==> src/rtl/phe_pkg.sv <==
// ---------------------------------------------------------------------------
// phe_pkg
// Shared types and constants for the Horner polynomial evaluator.
// ---------------------------------------------------------------------------
`default_nettype none

package phe_pkg;

    localparam int DATA_W       = 32;
    localparam int PROD_W       = 2 * DATA_W;
    localparam int NUM_COEFFS   = 8;
    localparam int COEFF_IDX_W  = $clog2(NUM_COEFFS);
    localparam int CFG_INDEX_W  = COEFF_IDX_W + 1;
    localparam int DEF_DEGREE   = 7;
    localparam int DEF_FRAC     = 16;

    typedef struct packed {
        logic                     valid;
        logic                     sat;
        logic signed [DATA_W-1:0] acc;
        logic signed [DATA_W-1:0] x;
    } t_lane;

    typedef struct packed {
        logic                     sat;
        logic signed [DATA_W-1:0] value;
    } t_result;

endpackage

`default_nettype wire

==> src/rtl/phe_cell.sv <==
// ---------------------------------------------------------------------------
// phe_cell
// One Horner step: registered multiply, then shift, add and saturate.
// ---------------------------------------------------------------------------
`default_nettype none

module phe_cell #(
    parameter int FRAC_BITS = phe_pkg::DEF_FRAC
) (
    input  wire                                 i_clk,
    input  wire                                 i_rst_n,
    input  wire                                 i_en,
    input  wire logic signed [phe_pkg::DATA_W-1:0] i_coeff,
    input  wire phe_pkg::t_lane                 i_lane,
    output phe_pkg::t_lane                      o_lane
);

    localparam int SUM_W = phe_pkg::PROD_W + 1;

    logic                                 r_mul_valid;
    logic                                 r_mul_sat;
    logic signed [phe_pkg::PROD_W-1:0]    r_prod;
    logic signed [phe_pkg::DATA_W-1:0]    r_mul_x;
    logic signed [phe_pkg::PROD_W-1:0]    n_prod;

    logic signed [phe_pkg::PROD_W-1:0]    shifted;
    logic signed [SUM_W-1:0]              sum;
    logic                                 over;
    logic                                 under;
    logic signed [phe_pkg::DATA_W-1:0]    n_acc;

    phe_pkg::t_lane r_lane;

    assign n_prod = i_lane.acc * i_lane.x;

    always_ff @(posedge i_clk) begin
        if (!i_rst_n) begin
            r_mul_valid <= 1'b0;
        end else if (i_en) begin
            r_mul_valid <= i_lane.valid;
        end
    end

    always_ff @(posedge i_clk) begin
        if (i_en) begin
            r_prod    <= n_prod;
            r_mul_x   <= i_lane.x;
            r_mul_sat <= i_lane.sat;
        end
    end

    always_comb begin
        shifted = r_prod >>> FRAC_BITS;
        sum     = SUM_W'(shifted) + SUM_W'(i_coeff);
        over    = !sum[SUM_W-1] && (sum[SUM_W-2:phe_pkg::DATA_W-1] != '0);
        under   = sum[SUM_W-1] && (sum[SUM_W-2:phe_pkg::DATA_W-1] != '1);
        if (over) begin
            n_acc = {1'b0, {(phe_pkg::DATA_W-1){1'b1}}};
        end else if (under) begin
            n_acc = {1'b1, {(phe_pkg::DATA_W-1){1'b0}}};
        end else begin
            n_acc = sum[phe_pkg::DATA_W-1:0];
        end
    end

    always_ff @(posedge i_clk) begin
        if (!i_rst_n) begin
            r_lane.valid <= 1'b0;
        end else if (i_en) begin
            r_lane.valid <= r_mul_valid;
        end
        if (i_en) begin
            r_lane.acc <= n_acc;
            r_lane.x   <= r_mul_x;
            r_lane.sat <= r_mul_sat | over | under;
        end
    end

    assign o_lane = r_lane;

endmodule

`default_nettype wire

==> config.mk <==
export PLATFORM = sky130hd
export DESIGN_NAME = phe_cell
export DESIGN_NICKNAME = d
export VERILOG_FILES = /design/src/rtl/phe_pkg.sv /design/src/rtl/phe_cell.sv
export SDC_FILE = /design/constraint.sdc
export NUM_CORES = 2
export LEC_CHECK = 0
export BUFFER_PORTS_ARGS = -buffer_cell sky130_fd_sc_hd__buf_2
export CORE_MARGIN = 2
export CORE_UTILIZATION = 40
export DETAILED_ROUTE_END_ITERATION = 12
export PLACE_DENSITY = 0.54
export SYNTH_ARGS = -nofsm -noshare
export SYNTH_HDL_FRONTEND = slang
export SYNTH_SLANG_ARGS = --single-unit
==> constraint.sdc <==
create_clock -name i_clk -period 15.7 [get_ports i_clk]
set_input_delay 4.71 -clock i_clk [delete_from_list [all_inputs] [get_ports i_clk]]
set_output_delay 4.71 -clock i_clk [all_outputs]
set_load 0.01 [all_outputs]
# == Word level (Yosys, flattened, before mapping) ==
# Cells that the tools add are included.
# totals
reg_bits,164
latch_bits,0
ramBits,0
mem_bits_ro,0
inputBits,101
out_inout_bits,66
wordCells,18
n_memories,0
# classes
add_sub_neg,1
mul,1
div_mod_pow,0
n_lt_le_gt_ge,0
eq_ne,1
shift,0
mux,1
bitwise_logic,2
reduce_logical,4
# ops
op,n
multiplier 32 x 32 -> 64 bit,1
adder 48 x 32 -> 49 bit,1
"!= test 33 bit, second input constant",1
nonzero test 33 bit,1
2-to-1 mux 32 bit,1
logical AND 1 bit,2
bitwise OR 1 bit,2
logical NOT 1 bit,1

# == Longest topological paths before layout ==
# depth
depth_word,5
mapped_depth,31
depth_no_buf,30

# == Least setup slack after synthesis ==
# Ideal clock, no wire load.
# synth_path
path_type,input-to-reg
startpoint,in i_lane[63] (netlist name)
endpoint,reg r_prod[63] (netlist name) (data pin)
setup_ps,260
arrival_ps,11882
t_required_ps,15440
setup_slack_ps,3558
cell_stages,25
n_path_buf,1
cell_sequence,clkbuf_1 -> and2_1 -> fa_1 -> inv_1 -> fa_1 -> inv_1 -> fa_1 -> fa_1 -> inv_1 -> fa_1 -> fa_1 -> fa_1 -> fa_1 -> inv_1 -> ha_1 -> a21oi_1 -> o21bai_1 -> a21o_1 -> nand3_1 -> o211ai_1 -> o211ai_1 -> a21oi_1 -> or3_1 -> a21oi_1 -> xnor2_1
# synth_via
elab_chain_len,1
# synth_lines
element,line_no,source
"start, declared",phe_cell.sv:14,"input wire phe_pkg::t_lane i_lane,"
multiplier 32 x 32 -> 64 bit,phe_cell.sv:34,assign n_prod = i_lane.acc * i_lane.x;
via n_prod (one bit),phe_cell.sv:24,logic signed [phe_pkg::PROD_W-1:0] n_prod;
"end signal, assigned",phe_cell.sv:46,r_prod <= n_prod;
"end, declared",phe_cell.sv:22,logic signed [phe_pkg::PROD_W-1:0] r_prod;
# The timed path passes the listed nets, and every way through them passes these cells.
# A chain may end at the register's enable or synchronous reset.

# == Final worst setup path ==
# layout_path
startpoint,in i_lane[3] (netlist name)
endpoint,reg r_prod[63] (netlist name) (data pin)
# Same word-level chain as after synthesis.

==> metrics list <==
* Outcome: complete, no violations
- Between clock sinks in the finished design, the worst skew comes to around 28 ps.
- In this run the worst path has a maximum fanout of 18.
- For this design, the sink count on the clock tree is approximately 150.
- Flops & latches, synth: roughly 150
- The slowest stage of the critical path belongs to the cell sky130_fd_sc_hd__fa_1.
- At the worst endpoint, the arrival time is between 10000 and 15000 ps.
- Die height: around 330 um
- Clock-pin slew was measured on the worst setup and hold paths at 90 ps.
- Share of cells above drive strength 1: 0.0571
- Dominant combinational cell family by area after synthesis: adder cells
- Setup violations remaining at the end of the flow were counted as 0.
* Post-layout nets: around 5800
- Achievable clock frequency: roughly 77 MHz
* Final-report max-slew violation count: 0
- After synthesis the cells add up to approximately 43000 um^2.
* Initial standard-cell utilization of the core: 0.403
- Final hold violation count: 0
- The critical path in this run is classified as input port to register.
* Most common cell after layout, fill and taps aside: sky130_fd_sc_hd__fa_1
* Synth Area in Compound Gates: 0.0551
* Category of the worst setup path capture point: register
* I/O pin count: 167
- Total overflow reported by the global router: 0
* Multiplexer share of the synthesized area: 0.000930
- Root buf cell: sky130_fd_sc_hd__clkbuf_16
* Ratio of final minimum period to clock period: 0.824
* Worst hold path class: register to register
- The number of antenna violations at the first check in global routing was 8.
- Die width: 332 um
* Async set-reset flop share out of synthesis: 0
- Summed over all nets, the half-perimeter wirelength after detailed placement is 94700 um.
- DR vias: a little under 30000
* Footprint of the multi-input gates: approximately 34000 um^2
* Clock tree from TritonCTS: done
- The smallest clock period supported by the final layout is computed as around 13000 ps.
- Cell type group with the largest total delay on the critical path: adder cells
- Registers take between 4000 and 5000 um^2.
* Area of the core region: roughly 110000 um^2
- Number of global-route vias before repair: approximately 32000
- The clock passes through at most 2 buffers.
- Routability-driven placement finished with a final weighted congestion of ~0.86.
- Number of unique standard cell types used by synthesis: 80
* Post-CTS setup buffers: 0
- Max-cap violations in this run came to 0.
- Of the total synthesized cell area, the portion taken by XOR and XNOR cells is 0.0187.
- The number of hold buffers added after CTS was 0.
- EDFF count, synth: 146
* Area growth syn-to-layout: 5.79%
- RSZ-0062 raised after global routing: false
- Layout Utilization: 0.426
- Non-filler instance count after layout: between 5000 and 6000
- For this run, the number of Yosys warnings is 0.
- Total routed wirelength: roughly 120000 um
* Global-route wire length before repair: ~190000 um
- In the global route stage, overall resource usage came out at 0.221.
* Final Hold Slack: about 400 ps
- Delay contributed by the slowest stage of the critical path: around 900 ps
* Number of cells in the design after placement: 5752
- Slew at the pin closest to its max-slew limit: 1110 ps
- Highest-count cells in the layout ignoring fill and taps: sky130_fd_sc_hd__fa_1 (1082), sky130_fd_sc_hd__inv_1 (975), sky130_fd_sc_hd__nand2_1 (555)
- For this block, the initial DRC count from the detailed router was roughly 1500.
* Largest net degree at the start of global routing: approximately 80
* Die Footprint: between 100000 and 150000 um^2
- Synthesized netlist cell count: approximately 4400
- Gates resized during post-CTS repair numbered 0.
* Fraction of the mapped netlist area in adder cells: 0.569
- Of the synthesized area, sequential elements account for 0.103.
- Fill cells in the final layout number around 11000.
- Type of origin of the critical path: input port
* Residual DRC count: 0
- Cell occurring most often along the worst timing path: sky130_fd_sc_hd__fa_1
- After detailed routing, the average wire length per cell comes to about 20 um.
- Avg Synthesized Cell Area: just under 10 um^2
- For this run, the detailed router's first-pass iteration total came to 5.
- Simple-gate share of the synthesized area: 0.149
- The number of nets handed over by synthesis was a little under 6000.
* Data required, critical path: roughly 16000 ps
- Sum of negative setup slack: 0 ps
- Later-pin clock latency in the skew report: about 530 ps
- Clock tree synthesis inserted a total of 17 buffers.
- Port Buffers: between 150 and 200
- In this run the number of H-tree levels came out at 4.
- Number of buffers and inverters on the critical path: 6
- Synth Flop Type: sky130_fd_sc_hd__edfxtp_1
- Rel. slew slack: 0.261
- After detailed routing, the number of vias per cell comes to approximately 5.1.
- The floorplan has 120 rows.
- Remaining antenna violation count after routing: 0
[stage by stage]
step           setup slack [ps]  cell area (um^2)
2_1_floorplan              3560             43100
3_3_place_gp               2380             45000
3_5_place_dp               2280             45000
4_1_cts                    2790             45600
5_1_grt                    2350             45600
6_report                   2760             45600
[path summary, 6_finish.rpt]
path	startpoint	to	slack [ps]	cells past startpoint
worst min-delay path	r_mul_x[16]	o_lane[16]	400	0
worst max-delay path	i_lane[3]	r_prod[63]	2760	27
worst max register to register	r_prod[16]	o_lane[61]	10900	13
worst min register to register	r_mul_x[16]	o_lane[16]	400	0
[worst reg2reg max path: stages, from the launching register on]
cell	delay [ps]
sky130_fd_sc_hd__edfxtp_1	400
sky130_fd_sc_hd__ha_1	250
sky130_fd_sc_hd__fa_1	450
sky130_fd_sc_hd__a211oi_2	300
sky130_fd_sc_hd__o21ai_0	210
sky130_fd_sc_hd__nand3_1	160
sky130_fd_sc_hd__a31oi_2	210
sky130_fd_sc_hd__o22ai_1	490
sky130_fd_sc_hd__xnor2_1	140
sky130_fd_sc_hd__or3_1	340
sky130_fd_sc_hd__or4_4	430
sky130_fd_sc_hd__nor4_4	500
sky130_fd_sc_hd__a31o_4	460
sky130_fd_sc_hd__o21ai_0	170
[sequential cells by signal, summed over array words and instances (netlist names)]
register / cells
o_lane: 66
r_prod: 48
r_mul_x: 32
r_mul_valid: 1
r_mul_sat: 1
[cell usage after synthesis, drive strengths merged, types with 42 or more instances]
| master | number | share of area |
|---|---|---|
| inv | 975 | 0.085 |
| ha | 228 | 0.066 |
| a21oi | 95 | 0.011 |
| nand2 | 555 | 0.048 |
| and2 | 503 | 0.073 |
| a21o | 42 | 0.0073 |
| clkbuf | 206 | 0.018 |
| edfxtp | 146 | 0.10 |
| nor2 | 89 | 0.0078 |
| o21ai | 86 | 0.011 |
| fa | 1082 | 0.50 |
| xnor2 | 57 | 0.012 |
[kinds of logic after synthesis]
| family | Yosys count |
|---|---|
| AO/OA/AOI/OAI | 353 |
| flip-flops | 148 |
| XOR/XNOR | 92 |
| adder cells (fa/ha/maj) | 1310 |
| buffers and inverters | 1192 |
| multiplexers | 4 |
| AND/OR/NAND/NOR | 1277 |
[area by class of cell]
cell class                 count  share of cell area
timing repair buffer         190              0.0223
sequential                   148              0.0971
tap                         1403              0.0385
clock inverter                12             0.00264
multi-input combinational   3036               0.749
inverter                     975              0.0803
antenna                        5            0.000275
clock buffer                  20             0.00958
[routing by layer]
metal / part of all wire / global-route usage
met5: 0 / 0
met4: 0.036 / 0.0821
met3: 0.033 / 0.0224
met2: 0.53 / 0.406
met1: 0.40 / 0.267
Power is not shown: default switching activity piles up to over one toggle a cycle in this logic, so the estimate is an artifact.
