--- src/rtl/phe_pkg.sv ---
// ---------------------------------------------------------------------------
// phe_pkg
// Shared types and constants for the Horner polynomial evaluator.
// ---------------------------------------------------------------------------
`default_nettype none

package phe_pkg;

    localparam int DATA_W       = 32;
    localparam int PROD_W       = 2 * DATA_W;
    localparam int NUM_COEFFS   = 8;
    localparam int COEFF_IDX_W  = $clog2(NUM_COEFFS);
    localparam int CFG_INDEX_W  = COEFF_IDX_W + 1;
    localparam int DEF_DEGREE   = 7;
    localparam int DEF_FRAC     = 16;

    typedef struct packed {
        logic                     valid;
        logic                     sat;
        logic signed [DATA_W-1:0] acc;
        logic signed [DATA_W-1:0] x;
    } t_lane;

    typedef struct packed {
        logic                     sat;
        logic signed [DATA_W-1:0] value;
    } t_result;

endpackage

`default_nettype wire

--- src/rtl/phe_out_skid.sv ---
// ---------------------------------------------------------------------------
// phe_out_skid
// Output register with one skid entry; stalls the cell chain when full.
// ---------------------------------------------------------------------------
`default_nettype none

module phe_out_skid (
    input  wire                 i_clk,
    input  wire                 i_rst_n,
    input  wire                 i_valid,
    input  wire phe_pkg::t_result i_data,
    output logic                o_ready,
    output logic                o_valid,
    output phe_pkg::t_result    o_data,
    input  wire                 i_ready
);

    logic               r_out_valid;
    phe_pkg::t_result   r_out_data;
    logic               r_skid_valid;
    phe_pkg::t_result   r_skid_data;
    logic               take;

    assign o_ready = !r_skid_valid;
    assign take    = i_valid && !r_skid_valid;

    always_ff @(posedge i_clk) begin
        if (!i_rst_n) begin
            r_out_valid  <= 1'b0;
            r_skid_valid <= 1'b0;
        end else if (i_ready || !r_out_valid) begin
            if (r_skid_valid) begin
                r_out_valid  <= 1'b1;
                r_skid_valid <= 1'b0;
            end else begin
                r_out_valid  <= take;
            end
        end else if (take) begin
            r_skid_valid <= 1'b1;
        end
    end

    always_ff @(posedge i_clk) begin
        if (i_ready || !r_out_valid) begin
            if (r_skid_valid) begin
                r_out_data <= r_skid_data;
            end else begin
                r_out_data <= i_data;
            end
        end else if (take) begin
            r_skid_data <= i_data;
        end
    end

    assign o_valid = r_out_valid;
    assign o_data  = r_out_data;

endmodule

`default_nettype wire

--- config.mk ---
export PLATFORM = sky130hd
export DESIGN_NAME = phe_out_skid
export DESIGN_NICKNAME = d
export VERILOG_FILES = /design/src/rtl/phe_pkg.sv /design/src/rtl/phe_out_skid.sv
export SDC_FILE = /design/constraint.sdc
export NUM_CORES = 1
export LEC_CHECK = 0
export ABC_AREA = 1
export BUFFER_PORTS_ARGS = -buffer_cell sky130_fd_sc_hd__buf_2
export CELL_PAD_IN_SITES_DETAIL_PLACEMENT = 2
export CELL_PAD_IN_SITES_GLOBAL_PLACEMENT = 2
export CORE_ASPECT_RATIO = 1.1
export CORE_MARGIN = 4
export CORE_UTILIZATION = 37
export CTS_BUF_LIST = sky130_fd_sc_hd__clkbuf_8 sky130_fd_sc_hd__clkbuf_16
export DETAILED_ROUTE_END_ITERATION = 6
export GPL_ROUTABILITY_DRIVEN = 0
export HOLD_SLACK_MARGIN = 0.05
export PLACE_DENSITY_LB_ADDON = 0.12
export SYNTH_ARGS = -nofsm -noshare
export SYNTH_HDL_FRONTEND = slang
export SYNTH_SLANG_ARGS = --single-unit
--- constraint.sdc ---
create_clock -name i_clk -period 7.45 [get_ports i_clk]
set_clock_uncertainty 0.05 [all_clocks]
set_input_delay 0 -clock i_clk [delete_from_list [all_inputs] [get_ports i_clk]]
set_output_delay 0 -clock i_clk [all_outputs]
set_load 0.05 [all_outputs]
# --- Word-level counts from Yosys, hierarchy flattened ---
# Cells that the tools add are included.
totals:
  regBits: 68
  latchBits: 0
  ramBits: 0
  romBits: 0
  output_inout_bits: 35
  mem_count: 0
op_classes:
  add_sub_neg: 0
  multipliers: 0
  div_mod_pow: 0
  order_cmp: 0
  eq_ne: 0
  shift: 0
  n_mux: 2
  n_bitwise: 2
  n_reduce_logical: 6
ops:
  columns: ["op", "count"]
  rows:
  - ["two-way mux 33 bit", 1]
  - ["logical NOT 1 bit", 2]
  - ["NOT 1 bit", 2]
  - ["AND reduction 2 bit", 1]
  - ["OR reduction 2 bit", 1]
  - ["logical AND 1 bit", 1]
  - ["logical OR 1 bit", 1]
  - ["two-way mux 1 bit", 1]

# --- Longest topological paths before layout ---
# Gate-level depths: netlist (run 1).
depth:
  ltp_word: 4
  ltp_mapped: 5
  mapped_depth_nobuf: 3

# --- Worst setup path after synthesis (run 1) ---
# OpenSTA, ideal clock, no wires.
synth_path:
  path_type: "register -> register"
  start: "register r_out_valid, in the netlist o_valid"
  end: "register r_skid_data[0] in the netlist's numbering (enable)"
  setup_ns: 0.424
  arrival_time_ns: 3.035
  t_required_ns: 6.976
  slack_ns: 3.941
  path_stages_with_launch: 3
  synth_period_minus_slack_ns: 3.509
  cell_sequence: "dfxtp_1 nand2_1 nor2_1"
synth_via:
  elab_chain_cells: 4
synth_rtl:
  columns: ["item", "line", "rtl"]
  rows:
  - ["from (decl)", "phe_out_skid.sv:18", "logic r_out_valid;"]
  - ["from (signal assigned)", "phe_out_skid.sv:36", "r_out_valid <= take;"]
  - ["logical NOT 1 bit", "phe_out_skid.sv:44", "if (i_ready || !r_out_valid) begin"]
  - ["logical OR 1 bit", "phe_out_skid.sv:44", null]
  - ["NOT 1 bit (no source line)", null, null]
  - ["AND reduction 2 bit (no source line)", null, null]
  - ["to (signal assigned)", "phe_out_skid.sv:51", "r_skid_data <= i_data;"]
  - ["to (decl)", "phe_out_skid.sv:21", "phe_pkg::t_result r_skid_data;"]
# Every way passes these cells.
# A chain may end at the register's enable or synchronous reset.

# --- Worst setup path in the final report (run 1) ---
layout_path:
  start: "register r_out_valid, in the netlist o_valid"
  end: "register r_skid_data[9] in the netlist's numbering (enable)"
# The elaborated chain is that of the path after synthesis.

==> results of run 1 <==
cell type report:
type	instances	share of cell area, %
clock buffers	9	3.498
clock inverters	7	2.332
inverters	2	0.4240
multi-input cells	107	13.04
flip-flops and latches	68	57.10
well taps	82	2.898
repair buffers	109	20.71
kinds of logic (layout without fill, tap and decap cells):
family,Yosys count,after routing
buffers and inverters,9,127
flip-flops,68,68
AND/OR/NAND/NOR,106,106
AO/OA/AOI/OAI,1,1
flip-flops by register name, indices dropped and copies added, names as in the netlist:
name / cells
r_skid_data: 33
r_skid_valid: 1
o_valid: 1
o_data: 33
routing by layer:
metal	GRT usage, %	routed length [um]	vias up
met5	0	0	-
met4	8.824	160	0
met3	3.803	312	12
met2	31.91	3787	49
met1	20.04	2715	886
li1	-	-	848
cell usage after synthesis:
master    count  area [sq um]
inv_1         1         3.750
inv_8         1         11.26
nand2_2      19         118.9
nand3_1       1         5.000
buf_4         2         15.01
nand2_1      83         311.6
nor2_1        3         11.26
buf_6         3         33.78
edfxtp_1     66          1982
dfxtp_1       2         40.04
buf_12        2         40.04
o21ai_0       1         5.000
worst max path at each step:
stage / end / from
finish: r_skid_data[9] / o_valid
global placement: r_skid_data[1] / o_valid
floorplan: r_skid_data[0] / o_valid
global route: r_skid_data[10] / o_valid
detailed placement: r_skid_data[5] / o_valid
CTS: r_skid_data[6] / o_valid
critical path, stage by stage, from the launching register on:
cell and delay (ns):
dfxtp_1 0.38, nand2_2 0.52, nor2_4 0.97
per-stage QoR:
stage | total power, mW | utilization [%] | instance area [sq um] | setup slack, ns
after floorplan | 0.5362 | - | 2577 | 3.941
after detailed placement | 0.5708 | 44.43 | 2964 | 5.126
after global placement | 0.5675 | 44.43 | 2964 | 5.180
after global routing | 0.9491 | 53.08 | 3541 | 4.948
after CTS | 0.9162 | 53.08 | 3541 | 5.081
final | 0.9114 | 53.08 | 3541 | 5.142
power groups by stage:
stage	combinational (mW)	clock [mW]	sequential, mW
6_report	0.128	0.333	0.451
3_3_place_gp	0.109	0	0.458
3_5_place_dp	0.112	0	0.459
4_1_cts	0.128	0.337	0.451
2_1_floorplan	0.0209	0	0.515
5_1_grt	0.135	0.361	0.453
timing repair:
item	in CTS	in global routing
resized for setup	0	0
endpoints found under the setup margin	0	0
hold endpoints to repair	68	0
hold buffers	37	0
==> impl_metrics.env, run 1 <==
export IMPL_n_antenna_cell=0
export IMPL_dpl_hpwl_um=3751
export IMPL_syn2layout_area_growth_pct=37.38
export IMPL_critPathArrivalTime_ns=2.23
export IMPL_drc=0
export IMPL_min_delay_start="i_data[32]"
export IMPL_drv_slew=0
export IMPL_whs_path_depth=2
export IMPL_tns_ns=0
export IMPL_fillers=675
export IMPL_cts_root_buffer="clkbuf_8"
export IMPL_rsz0062_at_grt="no"
export IMPL_avgSynthCellArea_sq_um=14.01
export IMPL_die_x_um=87.58
export IMPL_wl_per_cell_um=18.17
export IMPL_final_setup_viol_count=0
export IMPL_coreArea_sq_um=6671
export IMPL_via_per_inst=4.674
export IMPL_grt_pass1_vias=2002
export IMPL_relSlewSlack_pct=35.25
export IMPL_cp_start_kind="register"
export IMPL_antenna_found_initial=0
export IMPL_status="completed"
export IMPL_regArea_sq_um=2022
export IMPL_hold_end="r_skid_data[32]"
export IMPL_p_seq_share_pct=49.5
export IMPL_hold_viol=0
export IMPL_layout_common_cells="82 x nand2_1, 71 x buf_2, 66 x edfxtp_1, 37 x dlygate4sd3_1, 20 x nand2_2"
export IMPL_first_pass_iters=4
export IMPL_multi_input_area_sq_um=461.7
export IMPL_vias=1795
export IMPL_ios=72
export IMPL_yosys_mux_area_fraction_pct=0
export IMPL_period_needed_ns=2.308
export IMPL_synthSimpleGateAreaFrac_pct=17.33
export IMPL_cap_violations=0
export IMPL_wl_um=6976
export IMPL_drtAntennaViolNets=0
export IMPL_final_cells=384
export IMPL_clk_pin_slew_ns=0.08
export IMPL_grt_pass1_wl_um=10720
export IMPL_clk_latency_ns=0.34
export IMPL_cts_tree="built"
export IMPL_port_buffers=71
export IMPL_ys_ff_latch=68
export IMPL_intPower_mw=0.6651
export IMPL_die_h_um=95.54
export IMPL_drive_gt1_share_pct=35.76
export IMPL_p_sw_mw=0.2463
export IMPL_clock_sinks=68
export IMPL_hp_class="primary input to register"
export IMPL_grt_total_usage_pct=17.90
export IMPL_synthAdderAreaFrac_pct=0
export IMPL_fmax_mhz=433.4
export IMPL_power_density_nw_per_um2=257.4
export IMPL_worst_path_max_fanout=34
export IMPL_synth_top_family_by_area="simple AND/OR/NAND/NOR gates"
export IMPL_r2r_cells=2
export IMPL_worstReg2RegStart="o_valid"
export IMPL_r2r_end="r_skid_data[9]"
export IMPL_fin_nets=334
export IMPL_crit_type="register to register"
export IMPL_post_cts_setup_buffer_count=0
export IMPL_dp_cells=331
export IMPL_combinationalPowerShare_pct=14.0
export IMPL_ir_drop_uv=122.8
export IMPL_whs_ns=0.3316
export IMPL_period_share_pct=30.97
export IMPL_p_sw_share_pct=27.02
export IMPL_initial_utilization_pct=38.63
export IMPL_num_rows=31
export IMPL_tightestPinTransition_ns=0.9689
export IMPL_seq_area_frac_synth_pct=78.45
export IMPL_htreeDepth=3
export IMPL_grt_overflow=0
export IMPL_cp_end_kind="register"
export IMPL_yosysWarningCount=0
export IMPL_p_clk_share_pct=36.5
export IMPL_syn_nets=221
export IMPL_cts_buffer_depth=2
export IMPL_yosysUniqueCellTypes=12
export IMPL_grt_max_degree=36
export IMPL_synth_compound_area_share_pct=0.1942
export IMPL_numCtsBuffers=9
export IMPL_r2r_slack_ns=5.14
export IMPL_drtIter0Drc=77
export IMPL_crit_required_ns=7.37
export IMPL_synth_xor_area_share_pct=0
export IMPL_p_leak_nw=1.519
export IMPL_synth_cells=184
export IMPL_dieArea_sq_um=8367
export IMPL_final_common_cell="nand2_1"
export IMPL_netlist_area_sq_um=2577
Power figures use the tool's default switching activity.
==> run 2, diff against run 1 <==
--- a/config.mk
+++ b/config.mk
@@ -11,7 +11,7 @@
 export CELL_PAD_IN_SITES_GLOBAL_PLACEMENT = 2
 export CORE_ASPECT_RATIO = 1.1
 export CORE_MARGIN = 4
-export CORE_UTILIZATION = 37
+export CORE_UTILIZATION = 31
 export CTS_BUF_LIST = sky130_fd_sc_hd__clkbuf_8 sky130_fd_sc_hd__clkbuf_16
 export DETAILED_ROUTE_END_ITERATION = 6
 export GPL_ROUTABILITY_DRIVEN = 0
==> constraint.sdc (replaced) <==
create_clock -name i_clk -period 1.9 [get_ports i_clk]
set_clock_uncertainty 0.05 [all_clocks]
set_input_delay 0 -clock i_clk [delete_from_list [all_inputs] [get_ports i_clk]]
set_output_delay 0 -clock i_clk [all_outputs]
set_load 0.05 [all_outputs]
==> impl_metrics.env, run 2 (synthesized netlist as in run 1, its figures left out) <==
export IMPL_status="completed"
export IMPL_final_setup_viol_count=0
export IMPL_post_cts_resized=0
export IMPL_cp_end_kind="register"
export IMPL_tightestPinTransition_ns=0.3814
export IMPL_dpl_hpwl_um=4182
export IMPL_grt_total_usage_pct=14.28
export IMPL_numCtsBuffers=9
export IMPL_drc=0
export IMPL_r2r_cells=4
export IMPL_final_area_sq_um=3620
export IMPL_antenna_found_initial=0
export IMPL_cts_root_buffer="clkbuf_8"
export IMPL_r2r_end="r_skid_valid"
export IMPL_die_h_um=103.6
export IMPL_clk_pin_slew_ns=0.07
export IMPL_crit_type="register to register"
export IMPL_hp_class="primary input to register"
export IMPL_wl_um=6612
export IMPL_grt_pass1_vias=2064
export IMPL_grt_pass1_wl_um=10580
export IMPL_post_cts_setup_buffer_count=0
export IMPL_worstReg2RegStart="r_skid_valid"
export IMPL_fin_nets=339
export IMPL_ir_drop_uv=391.9
export IMPL_clock_sinks=68
export IMPL_wl_met2_um=3492
export IMPL_cap_violations=0
export IMPL_ios=72
export IMPL_placed_cell_area_sq_um=3034
export IMPL_drt_met1_wl_um=2729
export IMPL_drtIter0Drc=52
export IMPL_initial_utilization_pct=32.23
export IMPL_p_leak_nw=1.544
export IMPL_grt_overflow=0
export IMPL_num_rows=34
export IMPL_drive_gt1_share_pct=36.93
export IMPL_r2r_slack_ns=0.24
export IMPL_rsz0062_at_grt="no"
export IMPL_cts_buffer_depth=2
export IMPL_top_layer_used="met4"
export IMPL_cts_tree="built"
export IMPL_tns_ns=0
export IMPL_fmax_mhz=602.1
export IMPL_hold_viol=0
export IMPL_period_needed_ns=1.661
export IMPL_cts_hold_buffers=38
export IMPL_critPathArrivalTime_ns=1.88
export IMPL_vias=1800
export IMPL_coreArea_sq_um=7998
export IMPL_dr_wl_met3_um=334
export IMPL_syn2layout_area_growth_pct=40.44
export IMPL_hold_end="r_skid_data[18]"
export IMPL_crit_required_ns=2.12
export IMPL_via_per_inst=4.348
export IMPL_first_pass_iters=4
export IMPL_cp_start_kind="register"
export IMPL_drtAntennaViolNets=0
export IMPL_port_buffers=71
export IMPL_final_common_cell="nand2_1"
export IMPL_htreeDepth=3
export IMPL_layout_common_cells="82 x nand2_1, 71 x buf_2, 66 x edfxtp_1, 38 x dlygate4sd3_1, 19 x nand2_2"
export IMPL_drv_slew=0
export IMPL_n_antenna_cell=0
export IMPL_dieArea_sq_um=9839
export IMPL_whs_path_depth=2
export IMPL_wl_per_cell_um=15.97
export IMPL_min_delay_start="i_data[18]"
export IMPL_relSlewSlack_pct=74.57
export IMPL_power_density_nw_per_um2=974.1
export IMPL_grt_max_degree=36
export IMPL_clk_latency_ns=0.33
export IMPL_period_share_pct=87.41
export IMPL_die_x_um=94.94
export IMPL_worst_path_max_fanout=35
[run 2: worst max-delay path, stage by stage, from the launching register on]
cell	delay, ns
dfxtp_2	0.39
buf_4	0.38
nor2_1	0.09
nor2_1	0.13
dlygate4sd3_1	0.56
[run 2: where the power goes]
| part | internal [mW] | switching [mW] | total [mW] | leakage [nW] |
|---|---|---|---|---|
| registers | 1.74 | 0.0263 | 1.77 | 0.660 |
| logic | 0.149 | 0.354 | 0.503 | 0.776 |
| clock network | 0.723 | 0.534 | 1.26 | 0.108 |
[run 2: final cells by class]
cell class                      instances  area (sq um)
Fill cell                             846          4378
Inverter                                2         15.01
Multi-Input combinational cell        107         466.7
Timing Repair Buffer                  114         773.2
Clock inverter                          6         81.33
Sequential cell                        68          2024
Tap cell                              108         135.1
Clock buffer                            9         123.9
[run 2: worst max-delay path by stage]
| stage | endpoint | startpoint |
|---|---|---|
| after floorplan | r_skid_data[0] | o_valid |
| after global placement | r_skid_data[2] | r_skid_valid |
| after detailed placement | r_skid_data[2] | r_skid_valid |
| after CTS | r_skid_valid | r_skid_valid |
| after global routing | o_valid | r_skid_valid |
| final | r_skid_valid | r_skid_valid |
[run 2: layer usage]
metal	vias up	global-route usage [%]
met2	51	25.29
met3	5	4.859
li1	849	-
met4	0	3.711
met1	895	16.14
met5	-	0
[run 2: through the flow]
step	total power, mW	instances	util (%)	hold WS (ns)	setup slack (ns)
6_report	3.526	414	45.26	0.3425	0.2392
5_1_grt	3.687	414	45.26	0.3364	0.1043
4_1_cts	3.575	414	45.26	0.3137	0.1895
3_5_place_dp	2.249	361	37.94	0.1435	0.4923
3_3_place_gp	2.237	361	37.94	0.1429	0.5343
2_1_floorplan	2.105	184	-	0.04887	0.09594
